## src/hdl/sliding_window_sender_top_defines.svh

```systemverilog
// Assertion macros shared by the sliding-window sender modules.
`ifndef SLIDING_WINDOW_SENDER_TOP_DEFINES_SVH
`define SLIDING_WINDOW_SENDER_TOP_DEFINES_SVH

// Same-cycle implication, checked at every rising clock edge outside reset.
`define SWS_ASSERT_IMP(label, clk, rst, ante, cons) \
   label: assert property (@(posedge clk) disable iff (rst) (ante) |-> (cons)) \
      else $error("sliding window sender assertion failed");

// Next-cycle implication, checked at every rising clock edge outside reset.
`define SWS_ASSERT_NEXT(label, clk, rst, ante, cons) \
   label: assert property (@(posedge clk) disable iff (rst) (ante) |=> (cons)) \
      else $error("sliding window sender assertion failed");

`endif

```

## src/hdl/sws_pkg.sv

```systemverilog
// Types, codes and constants shared by the sliding-window sender modules.
package sws_pkg;

   localparam int WINDOW_DEPTH_DEF = 8;
   localparam int SEQ_BITS_DEF     = 16;
   localparam int PAYLOAD_BITS_DEF = 64;

   localparam int FUNC_W      = 2;
   localparam int PAYLOAD_W   = 64;
   localparam int SEQ_W       = 16;
   localparam int CSR_W       = 4;
   localparam int MAX_RESULTS = 4;
   localparam int RIDX_W      = 2;

   localparam logic [CSR_W-1:0] WINDOW_SIZE_RESET = 4'd4;
   localparam logic [1:0]       DUP_LIMIT         = 2'd3;

   localparam int QUEUE_DEPTH = 2;
   localparam int QPTR_BITS   = $clog2(QUEUE_DEPTH);
   localparam int QCNT_BITS   = $clog2(QUEUE_DEPTH + 1);

   typedef enum logic [FUNC_W-1:0] {
      FUNC_SEND    = 2'd0,
      FUNC_ACK     = 2'd1,
      FUNC_TIMEOUT = 2'd2
   } func_type;

   typedef enum logic [1:0] {
      KIND_STATUS = 2'd0,
      KIND_XMIT   = 2'd1,
      KIND_START  = 2'd2,
      KIND_STOP   = 2'd3
   } kind_type;

   typedef struct packed {
      logic [FUNC_W-1:0]    func;
      logic [PAYLOAD_W-1:0] payload;
      logic [SEQ_W-1:0]     ack_num;
      logic                 checksum_ok;
      logic [SEQ_W-1:0]     timer_seq;
   } req_type;

   typedef struct packed {
      kind_type             kind;
      logic                 accepted;
      logic [SEQ_W-1:0]     seq_num;
      logic [PAYLOAD_W-1:0] packet_data;
      logic                 last;
   } rsp_type;

   typedef logic [CSR_W-1:0] csr_type;

   typedef struct packed {
      kind_type [MAX_RESULTS-1:0]             kind_list;
      logic     [MAX_RESULTS-1:0][SEQ_W-1:0]  seq_list;
      logic     [RIDX_W-1:0]                  last_idx;
      logic                                   accepted;
      logic     [PAYLOAD_W-1:0]               data;
   } plan_type;

endpackage

```

## src/hdl/sws_chan_if.sv

```systemverilog
// Valid/ready channel interface carrying one payload of a chosen type.
interface sws_chan_if #(
   parameter type data_type = logic
) ();
   logic     valid;
   logic     ready;
   data_type data;

   modport source (output valid, output data, input ready);
   modport sink (input valid, input data, output ready);
endinterface

```

## src/hdl/sws_front.sv

```systemverilog
// Front end: accepts requests, keeps the window state and plans the results.
`include "sliding_window_sender_top_defines.svh"

module sws_front #(
   parameter int WINDOW_DEPTH = sws_pkg::WINDOW_DEPTH_DEF,
   parameter int SEQ_BITS     = sws_pkg::SEQ_BITS_DEF,
   parameter int PAYLOAD_BITS = sws_pkg::PAYLOAD_BITS_DEF
) (
   input  logic               clock,
   input  logic               reset,
   sws_chan_if.sink           req_if,
   sws_chan_if.sink           csr_if,
   output logic               push_valid,
   input  logic               push_ready,
   output sws_pkg::plan_type  push_plan
);
   import sws_pkg::*;

   localparam int     RING_BITS = (WINDOW_DEPTH > 1) ? $clog2(WINDOW_DEPTH) : 1;
   localparam int     CNT_BITS  = $clog2(WINDOW_DEPTH + 1);
   localparam longint SEQ_MAX   = (longint'(1) << SEQ_BITS) - 1;
   localparam int     WIN_CAP   = (longint'(WINDOW_DEPTH) < SEQ_MAX) ? WINDOW_DEPTH
                                                                    : int'(SEQ_MAX);

   logic [CSR_W-1:0]        win_size_ff;
   logic [SEQ_BITS-1:0]     base_ff, base_in;
   logic [SEQ_BITS-1:0]     next_ff, next_in;
   logic [1:0]              dup_ff, dup_in;
   logic [RING_BITS-1:0]    head_ff, head_in;
   logic                    s1_valid_ff, s1_valid_in;
   plan_type                s1_plan_ff, plan_in;
   logic                    s1_mem_ff, mem_in;
   logic [PAYLOAD_BITS-1:0] store_ff [WINDOW_DEPTH];
   logic [PAYLOAD_BITS-1:0] rd_data_ff;

   logic                    req_ready, accept, has_result, wr_en;
   logic [RING_BITS-1:0]    wr_addr;
   logic [SEQ_BITS-1:0]     outs, eff, win_ext, cap_c, ack, ack_off, tseq, base_adv;
   logic [PAYLOAD_BITS-1:0] pay;
   logic [CNT_BITS:0]       depth_c, wr_sum, head_sum;
   logic [1:0]              dup_sat;

   assign req_ready     = !s1_valid_ff || push_ready;
   assign accept        = req_if.valid && req_ready;
   assign req_if.ready  = req_ready;
   assign csr_if.ready  = 1'b1;

   assign outs     = next_ff - base_ff;
   assign win_ext  = SEQ_BITS'(win_size_ff);
   assign cap_c    = SEQ_BITS'(WIN_CAP);
   assign eff      = (win_ext > cap_c) ? cap_c : win_ext;
   assign ack      = SEQ_BITS'(req_if.data.ack_num);
   assign tseq     = SEQ_BITS'(req_if.data.timer_seq);
   assign ack_off  = ack - base_ff;
   assign base_adv = ack + SEQ_BITS'(1);
   assign pay      = req_if.data.payload[PAYLOAD_BITS-1:0];
   assign depth_c  = (CNT_BITS+1)'(WINDOW_DEPTH);
   assign wr_sum   = (CNT_BITS+1)'(head_ff) + (CNT_BITS+1)'(outs);
   assign head_sum = (CNT_BITS+1)'(head_ff) + (CNT_BITS+1)'(ack_off) + (CNT_BITS+1)'(1);
   assign wr_addr  = RING_BITS'((wr_sum >= depth_c) ? wr_sum - depth_c : wr_sum);
   assign dup_sat  = (dup_ff == DUP_LIMIT) ? DUP_LIMIT : dup_ff + 2'd1;

   always_comb begin
      plan_in    = '0;
      mem_in     = 1'b0;
      has_result = 1'b0;
      wr_en      = 1'b0;
      base_in    = base_ff;
      next_in    = next_ff;
      dup_in     = dup_ff;
      head_in    = head_ff;
      case (req_if.data.func)
         FUNC_SEND: begin
            has_result = 1'b1;
            if (outs >= eff) begin
               plan_in.kind_list[0] = KIND_STATUS;
               plan_in.last_idx     = 2'd0;
            end else begin
               wr_en            = accept;
               next_in          = next_ff + SEQ_BITS'(1);
               plan_in.accepted = 1'b1;
               plan_in.data     = PAYLOAD_W'(pay);
               if (outs == '0) begin
                  plan_in.kind_list[0] = KIND_START;
                  plan_in.seq_list[0]  = SEQ_W'(next_ff);
                  plan_in.kind_list[1] = KIND_XMIT;
                  plan_in.seq_list[1]  = SEQ_W'(next_ff);
                  plan_in.kind_list[2] = KIND_STATUS;
                  plan_in.last_idx     = 2'd2;
               end else begin
                  plan_in.kind_list[0] = KIND_XMIT;
                  plan_in.seq_list[0]  = SEQ_W'(next_ff);
                  plan_in.kind_list[1] = KIND_STATUS;
                  plan_in.last_idx     = 2'd1;
               end
            end
         end
         FUNC_ACK: begin
            if (req_if.data.checksum_ok && (ack_off < outs)) begin
               has_result           = 1'b1;
               plan_in.kind_list[0] = KIND_STOP;
               plan_in.seq_list[0]  = SEQ_W'(base_ff);
               if (ack_off != '0) begin
                  base_in = base_adv;
                  head_in = RING_BITS'((head_sum >= depth_c) ? head_sum - depth_c
                                                              : head_sum);
                  dup_in  = 2'd1;
                  if (base_adv != next_ff) begin
                     plan_in.kind_list[1] = KIND_START;
                     plan_in.seq_list[1]  = SEQ_W'(base_adv);
                     plan_in.last_idx     = 2'd1;
                  end
               end else begin
                  dup_in = dup_sat;
                  if (dup_sat == DUP_LIMIT) begin
                     mem_in               = 1'b1;
                     plan_in.kind_list[1] = KIND_STOP;
                     plan_in.seq_list[1]  = SEQ_W'(base_ff);
                     plan_in.kind_list[2] = KIND_XMIT;
                     plan_in.seq_list[2]  = SEQ_W'(base_ff);
                     plan_in.kind_list[3] = KIND_START;
                     plan_in.seq_list[3]  = SEQ_W'(base_ff);
                     plan_in.last_idx     = 2'd3;
                  end
               end
            end
         end
         FUNC_TIMEOUT: begin
            has_result           = 1'b1;
            plan_in.kind_list[0] = KIND_STOP;
            plan_in.seq_list[0]  = SEQ_W'(tseq);
            if (outs != '0) begin
               mem_in               = 1'b1;
               plan_in.kind_list[1] = KIND_XMIT;
               plan_in.seq_list[1]  = SEQ_W'(base_ff);
               plan_in.kind_list[2] = KIND_START;
               plan_in.seq_list[2]  = SEQ_W'(tseq);
               plan_in.last_idx     = 2'd2;
            end
         end
         default: begin
         end
      endcase
   end

   assign s1_valid_in = req_ready ? (accept && has_result) : s1_valid_ff;

   always_ff @(posedge clock) begin
      if (reset) begin
         win_size_ff <= WINDOW_SIZE_RESET;
         base_ff     <= '0;
         next_ff     <= '0;
         dup_ff      <= '0;
         head_ff     <= '0;
         s1_valid_ff <= 1'b0;
      end else begin
         s1_valid_ff <= s1_valid_in;
         if (csr_if.valid) begin
            win_size_ff <= csr_if.data;
         end
         if (accept) begin
            base_ff <= base_in;
            next_ff <= next_in;
            dup_ff  <= dup_in;
            head_ff <= head_in;
         end
      end
   end

   always_ff @(posedge clock) begin
      if (accept) begin
         s1_plan_ff <= plan_in;
         s1_mem_ff  <= mem_in;
         rd_data_ff <= store_ff[head_ff];
      end
      if (wr_en) begin
         store_ff[wr_addr] <= pay;
      end
   end

   always_comb begin
      push_valid = s1_valid_ff;
      push_plan  = s1_plan_ff;
      if (s1_mem_ff) begin
         push_plan.data = PAYLOAD_W'(rd_data_ff);
      end
   end

   `SWS_ASSERT_IMP(a_outs_cap, clock, reset, 1'b1, outs <= cap_c)
   `SWS_ASSERT_IMP(a_head_range, clock, reset, 1'b1, int'(head_ff) < WINDOW_DEPTH)
   `SWS_ASSERT_NEXT(a_s1_hold, clock, reset, s1_valid_ff && !push_ready, s1_valid_ff && $stable(s1_plan_ff))

endmodule

```

## src/hdl/sws_queue.sv

```systemverilog
// Short queue of planned result groups between the front and back ends.
module sws_queue (
   input  logic               clock,
   input  logic               reset,
   input  logic               push_valid,
   output logic               push_ready,
   input  sws_pkg::plan_type  push_plan,
   output logic               pop_valid,
   input  logic               pop_ready,
   output sws_pkg::plan_type  pop_plan
);
   import sws_pkg::*;

   plan_type               entry_ff [QUEUE_DEPTH];
   logic [QPTR_BITS-1:0]   wr_ptr_ff, wr_ptr_in;
   logic [QPTR_BITS-1:0]   rd_ptr_ff, rd_ptr_in;
   logic [QCNT_BITS-1:0]   count_ff, count_in;
   logic                   push, pop;

   assign push_ready = count_ff != QCNT_BITS'(QUEUE_DEPTH);
   assign pop_valid  = count_ff != '0;
   assign push       = push_valid && push_ready;
   assign pop        = pop_valid && pop_ready;
   assign pop_plan   = entry_ff[rd_ptr_ff];

   always_comb begin
      wr_ptr_in = wr_ptr_ff;
      rd_ptr_in = rd_ptr_ff;
      count_in  = count_ff;
      if (push) begin
         wr_ptr_in = (wr_ptr_ff == QPTR_BITS'(QUEUE_DEPTH - 1)) ? '0
                                                                : wr_ptr_ff + QPTR_BITS'(1);
      end
      if (pop) begin
         rd_ptr_in = (rd_ptr_ff == QPTR_BITS'(QUEUE_DEPTH - 1)) ? '0
                                                                : rd_ptr_ff + QPTR_BITS'(1);
      end
      if (push && !pop) begin
         count_in = count_ff + QCNT_BITS'(1);
      end else if (pop && !push) begin
         count_in = count_ff - QCNT_BITS'(1);
      end
   end

   always_ff @(posedge clock) begin
      if (reset) begin
         wr_ptr_ff <= '0;
         rd_ptr_ff <= '0;
         count_ff  <= '0;
      end else begin
         wr_ptr_ff <= wr_ptr_in;
         rd_ptr_ff <= rd_ptr_in;
         count_ff  <= count_in;
      end
   end

   always_ff @(posedge clock) begin
      if (push) begin
         entry_ff[wr_ptr_ff] <= push_plan;
      end
   end

endmodule

```

## src/hdl/sws_back.sv

```systemverilog
// Back end: walks each planned group and drives one result per cycle while the result channel is ready.
`include "sliding_window_sender_top_defines.svh"

module sws_back (
   input  logic               clock,
   input  logic               reset,
   input  logic               pop_valid,
   output logic               pop_ready,
   input  sws_pkg::plan_type  pop_plan,
   sws_chan_if.source         rsp_if
);
   import sws_pkg::*;

   logic [RIDX_W-1:0] idx_ff, idx_in;
   logic              rsp_valid_ff, rsp_valid_in;
   rsp_type           rsp_data_ff, rsp_data_in;
   logic              load;
   kind_type          kind_c;

   assign load          = pop_valid && (!rsp_valid_ff || rsp_if.ready);
   assign kind_c        = pop_plan.kind_list[idx_ff];
   assign rsp_if.valid  = rsp_valid_ff;
   assign rsp_if.data   = rsp_data_ff;

   always_comb begin
      idx_in       = idx_ff;
      rsp_valid_in = rsp_valid_ff && !rsp_if.ready;
      rsp_data_in  = rsp_data_ff;
      pop_ready    = 1'b0;
      if (load) begin
         rsp_valid_in            = 1'b1;
         rsp_data_in.kind        = kind_c;
         rsp_data_in.seq_num     = pop_plan.seq_list[idx_ff];
         rsp_data_in.accepted    = (kind_c == KIND_STATUS) && pop_plan.accepted;
         rsp_data_in.packet_data = (kind_c == KIND_XMIT) ? pop_plan.data : '0;
         rsp_data_in.last        = idx_ff == pop_plan.last_idx;
         if (idx_ff == pop_plan.last_idx) begin
            pop_ready = 1'b1;
            idx_in    = '0;
         end else begin
            idx_in = idx_ff + RIDX_W'(1);
         end
      end
   end

   always_ff @(posedge clock) begin
      if (reset) begin
         idx_ff       <= '0;
         rsp_valid_ff <= 1'b0;
      end else begin
         idx_ff       <= idx_in;
         rsp_valid_ff <= rsp_valid_in;
      end
   end

   always_ff @(posedge clock) begin
      rsp_data_ff <= rsp_data_in;
   end

   `SWS_ASSERT_IMP(a_idx_head, clock, reset, idx_ff != '0, pop_valid && (idx_ff <= pop_plan.last_idx))

endmodule

```

## src/hdl/sliding_window_sender_top.sv

```systemverilog
// Top level of the go-back-N sliding-window sender with fast retransmit.
//
//   channel  direction  carries
//   req_if   in         send, ack arrival or timer expiry request
//   rsp_if   out        status, transmit and timer results
//   csr_if   in         window size register write
//
// A request is taken in every cycle while the result queue has room.
// Each request yields zero to four results, one per cycle from the output register
// while the result channel is ready; plans pass the front-end register and the queue.
// The window store needs no clearing after reset.
// A stalled result channel fills the two-entry queue and then holds off requests.
module sliding_window_sender_top #(
   parameter int WINDOW_DEPTH = sws_pkg::WINDOW_DEPTH_DEF,
   parameter int SEQ_BITS     = sws_pkg::SEQ_BITS_DEF,
   parameter int PAYLOAD_BITS = sws_pkg::PAYLOAD_BITS_DEF
) (
   input  logic        clock,
   input  logic        reset,
   sws_chan_if.sink    req_if,
   sws_chan_if.source  rsp_if,
   sws_chan_if.sink    csr_if
);
   import sws_pkg::*;

   logic     push_valid, push_ready;
   logic     pop_valid, pop_ready;
   plan_type push_plan, pop_plan;

   sws_front #(
      .WINDOW_DEPTH (WINDOW_DEPTH),
      .SEQ_BITS     (SEQ_BITS),
      .PAYLOAD_BITS (PAYLOAD_BITS)
   ) u_front (
      .clock      (clock),
      .reset      (reset),
      .req_if     (req_if),
      .csr_if     (csr_if),
      .push_valid (push_valid),
      .push_ready (push_ready),
      .push_plan  (push_plan)
   );

   sws_queue u_queue (
      .clock      (clock),
      .reset      (reset),
      .push_valid (push_valid),
      .push_ready (push_ready),
      .push_plan  (push_plan),
      .pop_valid  (pop_valid),
      .pop_ready  (pop_ready),
      .pop_plan   (pop_plan)
   );

   sws_back u_back (
      .clock     (clock),
      .reset     (reset),
      .pop_valid (pop_valid),
      .pop_ready (pop_ready),
      .pop_plan  (pop_plan),
      .rsp_if    (rsp_if)
   );

endmodule

```

## src/flat_wrapper.sv

```systemverilog
// flat-port wrapper written by rule: the top's interface ports become plain ports
module sliding_window_sender_top_flat import sws_pkg::*;
#(
   parameter int WINDOW_DEPTH = sws_pkg::WINDOW_DEPTH_DEF,
   parameter int SEQ_BITS     = sws_pkg::SEQ_BITS_DEF,
   parameter int PAYLOAD_BITS = sws_pkg::PAYLOAD_BITS_DEF
)
  (clock, reset, req_if_valid, req_if_data, req_if_ready, rsp_if_valid, rsp_if_data, rsp_if_ready, csr_if_valid, csr_if_data, csr_if_ready);
  sws_chan_if #(.data_type(req_type)) req_if_i ();
  sws_chan_if #(.data_type(rsp_type)) rsp_if_i ();
  sws_chan_if #(.data_type(csr_type)) csr_if_i ();
  input  logic clock;
  input  logic reset;
  input wire logic [$bits(req_if_i.valid)-1:0] req_if_valid;
  input wire logic [$bits(req_if_i.data)-1:0] req_if_data;
  output wire logic [$bits(req_if_i.ready)-1:0] req_if_ready;
  output wire logic [$bits(rsp_if_i.valid)-1:0] rsp_if_valid;
  output wire logic [$bits(rsp_if_i.data)-1:0] rsp_if_data;
  input wire logic [$bits(rsp_if_i.ready)-1:0] rsp_if_ready;
  input wire logic [$bits(csr_if_i.valid)-1:0] csr_if_valid;
  input wire logic [$bits(csr_if_i.data)-1:0] csr_if_data;
  output wire logic [$bits(csr_if_i.ready)-1:0] csr_if_ready;
  assign req_if_i.valid = req_if_valid;
  assign req_if_i.data = req_if_data;
  assign req_if_ready = req_if_i.ready;
  assign rsp_if_valid = rsp_if_i.valid;
  assign rsp_if_data = rsp_if_i.data;
  assign rsp_if_i.ready = rsp_if_ready;
  assign csr_if_i.valid = csr_if_valid;
  assign csr_if_i.data = csr_if_data;
  assign csr_if_ready = csr_if_i.ready;
  sliding_window_sender_top #(.WINDOW_DEPTH(WINDOW_DEPTH), .SEQ_BITS(SEQ_BITS), .PAYLOAD_BITS(PAYLOAD_BITS)) u_core (.clock(clock), .reset(reset), .req_if(req_if_i), .rsp_if(rsp_if_i), .csr_if(csr_if_i));
endmodule
```

## config.mk

```make
export PLATFORM = sky130hd
export DESIGN_NAME = sliding_window_sender_top_flat
export DESIGN_NICKNAME = d
export VERILOG_FILES = /design/src/hdl/sws_pkg.sv /design/src/hdl/sws_chan_if.sv /design/src/hdl/sws_front.sv /design/src/hdl/sws_queue.sv /design/src/hdl/sws_back.sv /design/src/hdl/sliding_window_sender_top.sv /design/src/flat_wrapper.sv
export VERILOG_INCLUDE_DIRS = /design/src /design/src/hdl
export SDC_FILE = /design/constraint.sdc
export NUM_CORES = 1
export LEC_CHECK = 0
export ABC_AREA = 1
export BUFFER_PORTS_ARGS = -buffer_cell sky130_fd_sc_hd__buf_4
export CORE_UTILIZATION = 40
export CTS_CLUSTER_SIZE = 12
export DETAILED_ROUTE_END_ITERATION = 6
export HOLD_SLACK_MARGIN = 0.1
export PLACE_DENSITY = 0.54
export RECOVER_POWER = 50
export SYNTH_ARGS = -nofsm -noshare
export SYNTH_HDL_FRONTEND = slang
export SYNTH_SLANG_ARGS = --single-unit
```

## constraint.sdc

```tcl
create_clock -name clock -period 21.8 [get_ports clock]
set_input_delay 4.36 -clock clock [delete_from_list [all_inputs] [get_ports clock]]
set_output_delay 4.36 -clock clock [all_outputs]
set_load 0.05 [all_outputs]
```

=== Word level (Yosys, flattened, before mapping) ===
Memory sizes are Yosys's and may differ from the RTL's. A register that Yosys moved wholly into a read port is not among the register bits.
Cells that the tools add are included.

* Bits in registers: 273
* RAM bits: 790
* Input bits: 108
* Output and inout bits: 87
* Logic and storage cells: 154
* Memories kept: 2

{| class="wikitable"
|+ Memory list
! name !! words !! bits a word !! read ports !! clocked after memory_dff !! wr ports !! RTL line !! text
|-
| u_core.u_front.store_ff || 8 || 64 || 1 || 1 || 1 || sws_front.sv:33 || <nowiki>logic [PAYLOAD_BITS-1:0] store_ff [WINDOW_DEPTH];</nowiki>
|-
| u_core.u_queue.entry_ff || 2 || 139 || 1 || 1 || 1 || sws_queue.sv:14 || <nowiki>plan_type entry_ff [QUEUE_DEPTH];</nowiki>
|}

* $add $sub $neg: 15
* $lt $le $gt $ge: 6
* Eq/ne operators: 8
* Multiplexer cells: 59
* Bitwise logic cells: 5
* Reductions and logical operators: 31

{| class="wikitable"
|+ Operators with widths
! kind !! count
|-
| 34-bit case mux with 3 select lines || 1
|-
| 32-bit 2-to-1 mux || 3
|-
| 72-bit 2-to-1 mux || 1
|-
| 65-bit 2-to-1 mux || 1
|-
| 16-bit 2-to-1 mux || 4
|-
| 64-bit 2-to-1 mux || 1
|-
| 48-bit 2-to-1 mux || 1
|-
| 16-bit by 1-bit adder with 16-bit output (second input constant) || 2
|-
| 16-bit binary-select mux with 2-bit select || 1
|-
| 16-bit case mux with 2 select lines || 1
|-
| 16-bit nonzero test || 2
|-
| 16-bit subtractor || 2
|-
| 2-bit 2-to-1 mux || 15
|-
| 1-bit 2-to-1 mux || 20
|-
| 6-bit case mux with 3 select lines || 1
|-
| 16-bit by 4-bit greater-or-equal comparator with 1-bit output || 1
|-
| 16-bit zero test || 1
|-
| 16-bit less-than comparator || 1
|-
| 16-bit != test || 1
|-
| 3-bit by 5-bit adder with 5-bit output || 2
|-
| 5-bit by 4-bit greater-or-equal comparator with 1-bit output (second input constant) || 2
|-
| 1-bit logical AND || 10
|-
| 3-bit 2-to-1 mux || 3
|-
| 4-bit 2-to-1 mux || 2
|-
| 24 further kinds || 45
|}

=== Depth between registers and ports, before layout ===
Gate-level depths: netlist of the first run.

* Word-level depth: 8
* Gate-level depth with buffers: 27
* Gate-level depth less buffers: 26

=== Modules after synthesis ===
A second synthesis of the first run with hierarchy kept.

* Cell total of the unflattened synthesis: 4023
* Area total of the unflattened synthesis: 48940.7 um^2

{| class="wikitable"
|+ By module, submodules not included
! module !! instances !! cells an instance !! area each (um^2) !! seq. area each (um^2)
|-
| sws_front || 1 || 3191 || 34314.2 || 22281.4
|-
| sws_queue || 1 || 469 || 10301.1 || 8448.1
|-
| sws_back || 1 || 363 || 4325.4 || 2582.5
|}

=== Worst setup path after synthesis of the first run ===
OpenSTA, ideal clock, no wires.

* Path kind: input to register
* Start point: input req_if_valid
* End point: memory u_core.u_front.store_ff[0][0] (netlist name), enable pin
* Setup time: 0.486 ns
* Arrival: 10.715 ns
* Required time: 21.314 ns
* Path slack: 10.598 ns
* Stages: 5
* Buffers on the path: 0
* Cell sequence: nand2_1 clkinv_1 nand2_1 or2_1 nor2_1

* Word-level cells in the longest chain between the ends: 5

{| class="wikitable"
|+ Ends and longest elaborated chain
! item !! RTL line !! text
|-
| start, declared || flat_wrapper.sv:14 || <nowiki>input wire logic [$bits(req_if_i.valid)-1:0] req_if_valid;</nowiki>
|-
| 1-bit logical AND || sws_front.sv:44 || <nowiki>assign accept = req_if.valid && req_ready;</nowiki>
|-
| named net u_core.u_front.accept || sws_front.sv:36 || <nowiki>logic req_ready, accept, has_result, wr_en;</nowiki>
|-
| 1-bit 2-to-1 mux || sws_front.sv:75 || <nowiki>if (outs >= eff) begin</nowiki>
|-
| 1-bit 2-to-1 mux || sws_front.sv:72 || <nowiki>case (req_if.data.func)</nowiki>
|-
| 1-bit 2-to-1 mux || sws_front.sv:176 || <nowiki>if (wr_en) begin</nowiki>
|-
| 1-bit 2-to-1 mux (not written as such) || sws_front.sv:177 || <nowiki>store_ff[wr_addr] <= pay;</nowiki>
|-
| end, declared || sws_front.sv:33 ||
|}

The timed path passes the listed nets, and every way through them passes these cells.

==> flow_metrics.tcl, run 1 <==
set metrics [dict create \
    synth-edff-count 1072 \
    synth-seq-area-share 0.712 \
    fillCellCount 10500 \
    async_flop_share 0 \
    ant_nets 0 \
    cell_internal_pwr_mw 3.98 \
    dieWidth_um 343 \
    combPwrFrac 0.229 \
    antenna_found_initial 24 \
    syn_nets 4108 \
    cts_buffers 118 \
    row_count 124 \
    hp-class "reg -> reg" \
    crit_fanout 24 \
    pre_cts_ws_ps 11740 \
    tightest_slew_ps 9020 \
    outcome "finished, violations left" \
    tns_ps 0 \
    crit_required_ps 22380 \
    critPathLaunchType "primary input" \
    die_area_um2 118000 \
    synth_warnings 0 \
    skew_ps 26.7 \
    netlist_instances 3937 \
    drt_iter0_drc 2039 \
    setup_violations 0 \
    io_pins 195 \
    pwr_density_cell_nw_per_um2 110 \
    fmax_mhz 106 \
    synth_seq_cells 1122 \
    ir_worst_vdd_mv 0.0683 \
    post_cts_buffers 0 \
    p_sw_frac 0.318 \
    hold_slack_ps 435 \
    htree_levels 3 \
    grt_overflow_total 0 \
    yosysUniqueCellTypes 49 \
    path_clk_slew_ps 60 \
    cts_max_path_buffers 3 \
    maxSlewViolCount 748 \
    p_sw_mw 1.85 \
    ctsHoldBuffers 0 \
    cts_tree "built" \
    place_congestion 0.936 \
    core_um2 115000 \
    grt_usage 0.203 \
    grt_pass1_vias 28400 \
    cts_sinks 1122 \
    final_cell_mix "1,072 x edfxtp_1, 784 x nor2_1, 486 x nand2_1" \
    routed_wl_mm 121 \
    failed_checks "capacitance limit, slew limit" \
    relSlewSlack -5.01 \
    routed_via_density 5.21 \
    place_inst 5489 \
    clk_latency_ps 710 \
    finalPower_mw 5.83 \
    max-cap-violations 14 \
    critPathCaptureType "flop" \
    crit_arrival_ps 9990 \
    grt_max_degree 138 \
    final_nets 4268 \
    die_y_um 343 \
    hold_viol_final 0 \
    worst-setup-path-type "in -> reg" \
    vias 29700 \
    rsz0062_at_grt "no" \
    postLayoutSetupSlackWorst_ps 12390 \
    avgSynthCellArea_um2 11.8 \
    dr.pass1.iters 5 \
    synth_top_flop_cell "edfxtp_1" \
    final_cells 5709 \
    leakage_nw 19.2 \
    ctsResizeCount 0 \
    drc 0 \
    grt_pass1_wl_mm 179 \
    syn-cell-area_um2 46600 \
    pwr-share-clk 0.321 \
    place.detailed.hpwl_mm 69.4 \
    drive_gt1_frac 0.0899 \
    start_util 0.406 \
    post-route-period-util 0.432 \
    period_minus_slack_ps 9410 \
    post_drt_wl_per_cell_um 21.2 \
    seqPwrFrac 0.451 \
    area_growth_pct 13.4 \
    io_buffers 193 \
    final_common_cell "edfxtp_1" \
    cts-root-buf "clkbuf_16" \
]
-- flip-flops by register name, summed over array words and instances, names as in the netlist, 3 cells and up, named ones only --
register,flops
u_core.u_front.s1_plan_ff,64
u_core.u_front.head_ff,3
u_core.u_front.win_size_ff,4
u_core.u_front.rd_data_ff,64
u_core.u_front.push_plan,73
u_core.u_front.store_ff,512
u_core.u_back.rsp_if.data,84
u_core.u_queue.entry_ff,274
u_core.u_front.base_ff,16
u_core.u_front.next_ff,16
-- stage by stage --
stage / utilization / instance area [um^2]
floorplan: - / 46600
global placement: 0.432 / 49600
detailed placement: 0.432 / 49600
CTS: 0.463 / 53200
global route: 0.460 / 52900
finish: 0.460 / 52900
-- power groups by stage --
stage | combinational, mW | sequential [mW] | clock, mW
6_report | 1.33 | 2.63 | 1.87
3_3_place_gp | 1.34 | 2.67 | 0
2_1_floorplan | 0.738 | 2.83 | 0
3_5_place_dp | 1.35 | 2.67 | 0
5_1_grt | 1.47 | 2.64 | 1.99
4_1_cts | 1.35 | 2.63 | 1.91
-- cell usage after synthesis, drive strengths merged, types with 15 or more instances --
cell	n	share of area
edfxtp	1072	0.69
nor2	801	0.066
nand2	498	0.041
o21ai	357	0.038
inv	267	0.021
a21oi	180	0.020
clkbuf	147	0.012
nand3	92	0.010
o22ai	82	0.011
a31oi	81	0.011
mux2	64	0.015
ha	59	0.016
dfxtp	50	0.021
buf	48	0.0053
nand4	47	0.0066
nand3b	15	0.0024
nor3	15	0.0018
-- worst max-delay path, stage by stage --
cell and delay, ps:
buf_4 110, inv_1 80, ha_1 230, fa_1 410, inv_1 90, nand2_1 50
nand2_1 110, nand3_1 100, nand2_1 120, nand3_1 110, nand3_1 100, nand2_1 70
ha_1 290, nand2_1 80, inv_1 40, nand3_1 80, inv_1 50, a21oi_1 140
nand4_1 740, inv_1 990, nand4_1 990, inv_1 380, nor2_1 100, nand2_1 70
nand2_1 60, inv_1 50
-- metal layers --
metal | GRT usage | up-vias | share of wire
li1 | - | 14200 | -
met4 | 0.0690 | 34 | 0.033
met3 | 0.0397 | 232 | 0.058
met5 | 0 | - | 0.0018
met2 | 0.343 | 722 | 0.48
met1 | 0.260 | 14600 | 0.42
-- worst paths after layout --
kind                                                   start                         endpoint  slack [ps]  depth (start not counted)
worst min register to register  u_core.u_front.push_plan[67]   u_core.u_queue.entry_ff[0][67]         430                          0
worst max register to register    u_core.u_queue.count_ff[1]  u_core.u_queue.entry_ff[1][111]       13260                          5
worst max-delay path                         req_if_data[17]    u_core.u_front.push_plan[133]       12390                         26
worst min-delay path            u_core.u_front.push_plan[67]   u_core.u_queue.entry_ff[0][67]         430                          0
-- cell type report --
| cell class | count | area, um^2 | share of cell area |
|---|---|---|---|
| diodes | 4 | 10.0 | 0.000189 |
| clock buffers | 157 | 3160 | 0.0598 |
| clock inverters | 59 | 412 | 0.00778 |
| inverters | 272 | 1040 | 0.0197 |
| multi-input cells | 2348 | 11700 | 0.221 |
| flip-flops and latches | 1122 | 33200 | 0.628 |
| well taps | 1512 | 1890 | 0.0358 |
| repair buffers | 235 | 1480 | 0.0280 |
-- cells by family (layout without fill, tap and decap cells) --
family / after synthesis / after routing / share of synthesized area
simple gates: 1478 / 1478 / 0.129
flops: 1122 / 1122 / 0.712
compound gates: 720 / 720 / 0.0831
buf+inv: 467 / 723 / 0.0390
mux: 65 / 65 / 0.0157
fa+ha+maj: 63 / 63 / 0.0175
xor+xnor: 21 / 21 / 0.00411
other cells: 1 / 5 / 0.0000804
Note: power is estimated with default switching activity, not from simulation.
==> run 2: changes to the inputs <==
--- a/config.mk
+++ b/config.mk
@@ -6,13 +6,13 @@
 export SDC_FILE = /design/constraint.sdc
 export NUM_CORES = 1
 export LEC_CHECK = 0
-export ABC_AREA = 1
+export ABC_AREA = 0
 export BUFFER_PORTS_ARGS = -buffer_cell sky130_fd_sc_hd__buf_4
 export CORE_UTILIZATION = 40
 export CTS_CLUSTER_SIZE = 12
 export DETAILED_ROUTE_END_ITERATION = 6
 export HOLD_SLACK_MARGIN = 0.1
-export PLACE_DENSITY = 0.54
+export PLACE_DENSITY = 0.56
 export RECOVER_POWER = 50
 export SYNTH_ARGS = -nofsm -noshare
 export SYNTH_HDL_FRONTEND = slang
==> constraint.sdc (replaced) <==
create_clock -name clock -period 8 [get_ports clock]
set_input_delay 1.6 -clock clock [delete_from_list [all_inputs] [get_ports clock]]
set_output_delay 1.6 -clock clock [all_outputs]
set_load 0.05 [all_outputs]
==> flow_metrics.tcl, run 2 <==
set metrics [dict create \
    place_congestion 0.903 \
    hold_slack_ps 419 \
    synth_top_cells_by_area "edfxtp_1 71%, mux4_2 8.0%, mux2_2 3.7%, dfxtp_1 2.2%, ha_1 1.6%" \
    postLayoutSetupSlackWorst_ps 1160 \
    grt_pass1_wl_mm 160 \
    io_pins 195 \
    fmax_mhz 146 \
    skew_ps 73.9 \
    leakage_nw 17.0 \
    ctsHoldBuffers 0 \
    synth.largest_area_cell "edfxtp_1" \
    synthTopCellsByCount "1,072 x edfxtp_1, 162 x mux4_2, 160 x nor2_1, 148 x mux2_2, 95 x clkbuf_1" \
    clk_latency_ps 730 \
    antenna_found_initial 13 \
    post_cts_buffers 0 \
    max-cap-violations 13 \
    hold_viol_final 0 \
    synth-seq-area-share 0.729 \
    maxSlewViolCount 600 \
    ctsResizeCount 0 \
    final_common_cell "edfxtp_1" \
    crit_required_ps 8590 \
    rsz0062_at_grt "no" \
    worst-setup-path-type "in -> reg" \
    cts_sinks 1122 \
    critPathLaunchType "primary input" \
    final_cells 4362 \
    synth_top_flop_cell "edfxtp_1" \
    startpoint "req_if_valid" \
    cts_max_path_buffers 3 \
    outcome "finished, violations left" \
    place_inst 4147 \
    avgSynthCellArea_um2 17.9 \
    tightest_slew_ps 4380 \
    post_drt_wl_per_cell_um 24.7 \
    core_um2 113000 \
    netlist_instances 2540 \
    yosys.area.top_type_share 0.707 \
    path_clk_slew_ps 60 \
    place.detailed.hpwl_mm 63.5 \
    routed_wl_mm 108 \
    ant_nets 0 \
    dieWidth_um 339 \
    synth-edff-count 1072 \
    crit_arrival_ps 7430 \
    die_area_um2 115000 \
    io_buffers 193 \
    cts_tree "built" \
    critPathCaptureType "flop" \
    drt_iter0_drc 1656 \
    routed_via_density 5.44 \
    setup_violations 0 \
    tns_ps 0 \
    cp-endpoint "u_core.u_front.next_ff[5]" \
    largest_register_ffs 512 \
    relSlewSlack -1.92 \
    period_minus_slack_ps 6840 \
    synth_seq_cells 1122 \
    post-route-period-util 0.855 \
    area_growth_pct 14.3 \
    r2r_slack_ps 1440 \
    hp-class "reg -> reg" \
    fillCellCount 9639 \
    final_cell_mix "1,072 x edfxtp_1, 162 x mux4_2, 160 x nor2_1" \
    final_util 0.462 \
    grt_overflow_total 0 \
    hold_path_depth 0 \
    row_count 123 \
    crit_fanout 69 \
    grt_usage 0.186 \
    drc 2 \
    finalPower_mw 16.0 \
    drive_gt1_frac 0.210 \
    regMostFlops "u_core.u_front.store_ff" \
    synth_warnings 0 \
    htree_levels 3 \
    grt_max_degree 73 \
    dr.pass1.iters 7 \
    reg2reg_to "u_core.u_front.next_ff[5]" \
    syn_nets 2711 \
    ir_worst_vdd_mv 0.203 \
    die_y_um 339 \
    failed_checks "DRC, capacitance limit, slew limit" \
    pwr_density_cell_nw_per_um2 307 \
    syn-cell-area_um2 45500 \
    reg2reg_from "u_core.u_queue.count_ff[0]" \
    place_area_um2 48800 \
    async_flop_share 0 \
    start_util 0.404 \
    final_nets 2938 \
    reg2regPathDepth 7 \
    final_cell_area_um2 52000 \
    pre_cts_ws_ps 1240 \
    yosysUniqueCellTypes 78 \
    yosysMostFrequentCell "edfxtp_1" \
    cts-root-buf "clkbuf_16" \
    cts_buffers 118 \
    grt_pass1_vias 24500 \
    vias 23700 \
]
-- run 2: cell count changes after synthesis, sizes merged, moves of 80 or more --
cell / delta
o21ai: -329
a21oi: -107
inv: -208
o22ai: -80
mux4: +162
mux2: +84
and3: +82
nor2: -641
nand2: -433
-- run 2: power by group --
group | internal (mW) | leakage [nW] | switching [mW] | total (mW)
combinational | 1.08 | 4.95 | 2.27 | 3.35
sequential | 7.31 | 10.4 | 0.324 | 7.64
clock | 2.83 | 1.73 | 2.18 | 5.01
-- run 2: final cells by class --
class | instances | area [um^2] | share of cell area
multi-input combinational | 1228 | 11700 | 0.225
timing repair buffer | 238 | 1470 | 0.0282
clock buffer | 158 | 3120 | 0.0600
antenna | 3 | 7.51 | 0.000144
sequential | 1122 | 33200 | 0.638
inverter | 59 | 223 | 0.00428
tap | 1500 | 1880 | 0.0361
clock inverter | 54 | 438 | 0.00842
-- run 2: cells by family after synthesis --
group           after synthesis  synth area share
compound gates              246            0.0381
xor+xnor                     61            0.0117
fa+ha+maj                    63            0.0180
buf+inv                     190            0.0164
flops                      1122             0.729
mux                         383             0.133
other cells                   1         0.0000824
simple gates                474            0.0538
-- run 2: worst min path at each step --
| stage | from | to | slack [ps] |
|---|---|---|---|
| floorplan | u_core.u_front.push_plan[100] | u_core.u_queue.entry_ff[0][100] | 420 |
| global placement | u_core.u_front.push_plan[82] | u_core.u_queue.entry_ff[0][82] | 420 |
| detailed placement | u_core.u_front.push_plan[124] | u_core.u_queue.entry_ff[0][124] | 430 |
| CTS | u_core.u_front.push_plan[126] | u_core.u_queue.entry_ff[0][126] | 430 |
| global route | u_core.u_front.push_plan[124] | u_core.u_queue.entry_ff[1][124] | 450 |
| finish | u_core.u_front.push_plan[126] | u_core.u_queue.entry_ff[0][126] | 420 |
-- run 2: per-layer routing --
layer | up-vias | wire, um | GRT usage | share of wire
met5 | - | 88 | 0 | 0.00082
met4 | 14 | 2770 | 0.0526 | 0.026
met3 | 176 | 5220 | 0.0329 | 0.049
met2 | 643 | 52900 | 0.312 | 0.49
met1 | 12300 | 46600 | 0.248 | 0.43
li1 | 10600 | - | - | -
-- run 2: critical path: stages --
cell	delay [ps]
buf_4	100
and2_0	3070
buf_4	1060
buf_4	720
nand3_1	170
or4_1	490
a21oi_1	150
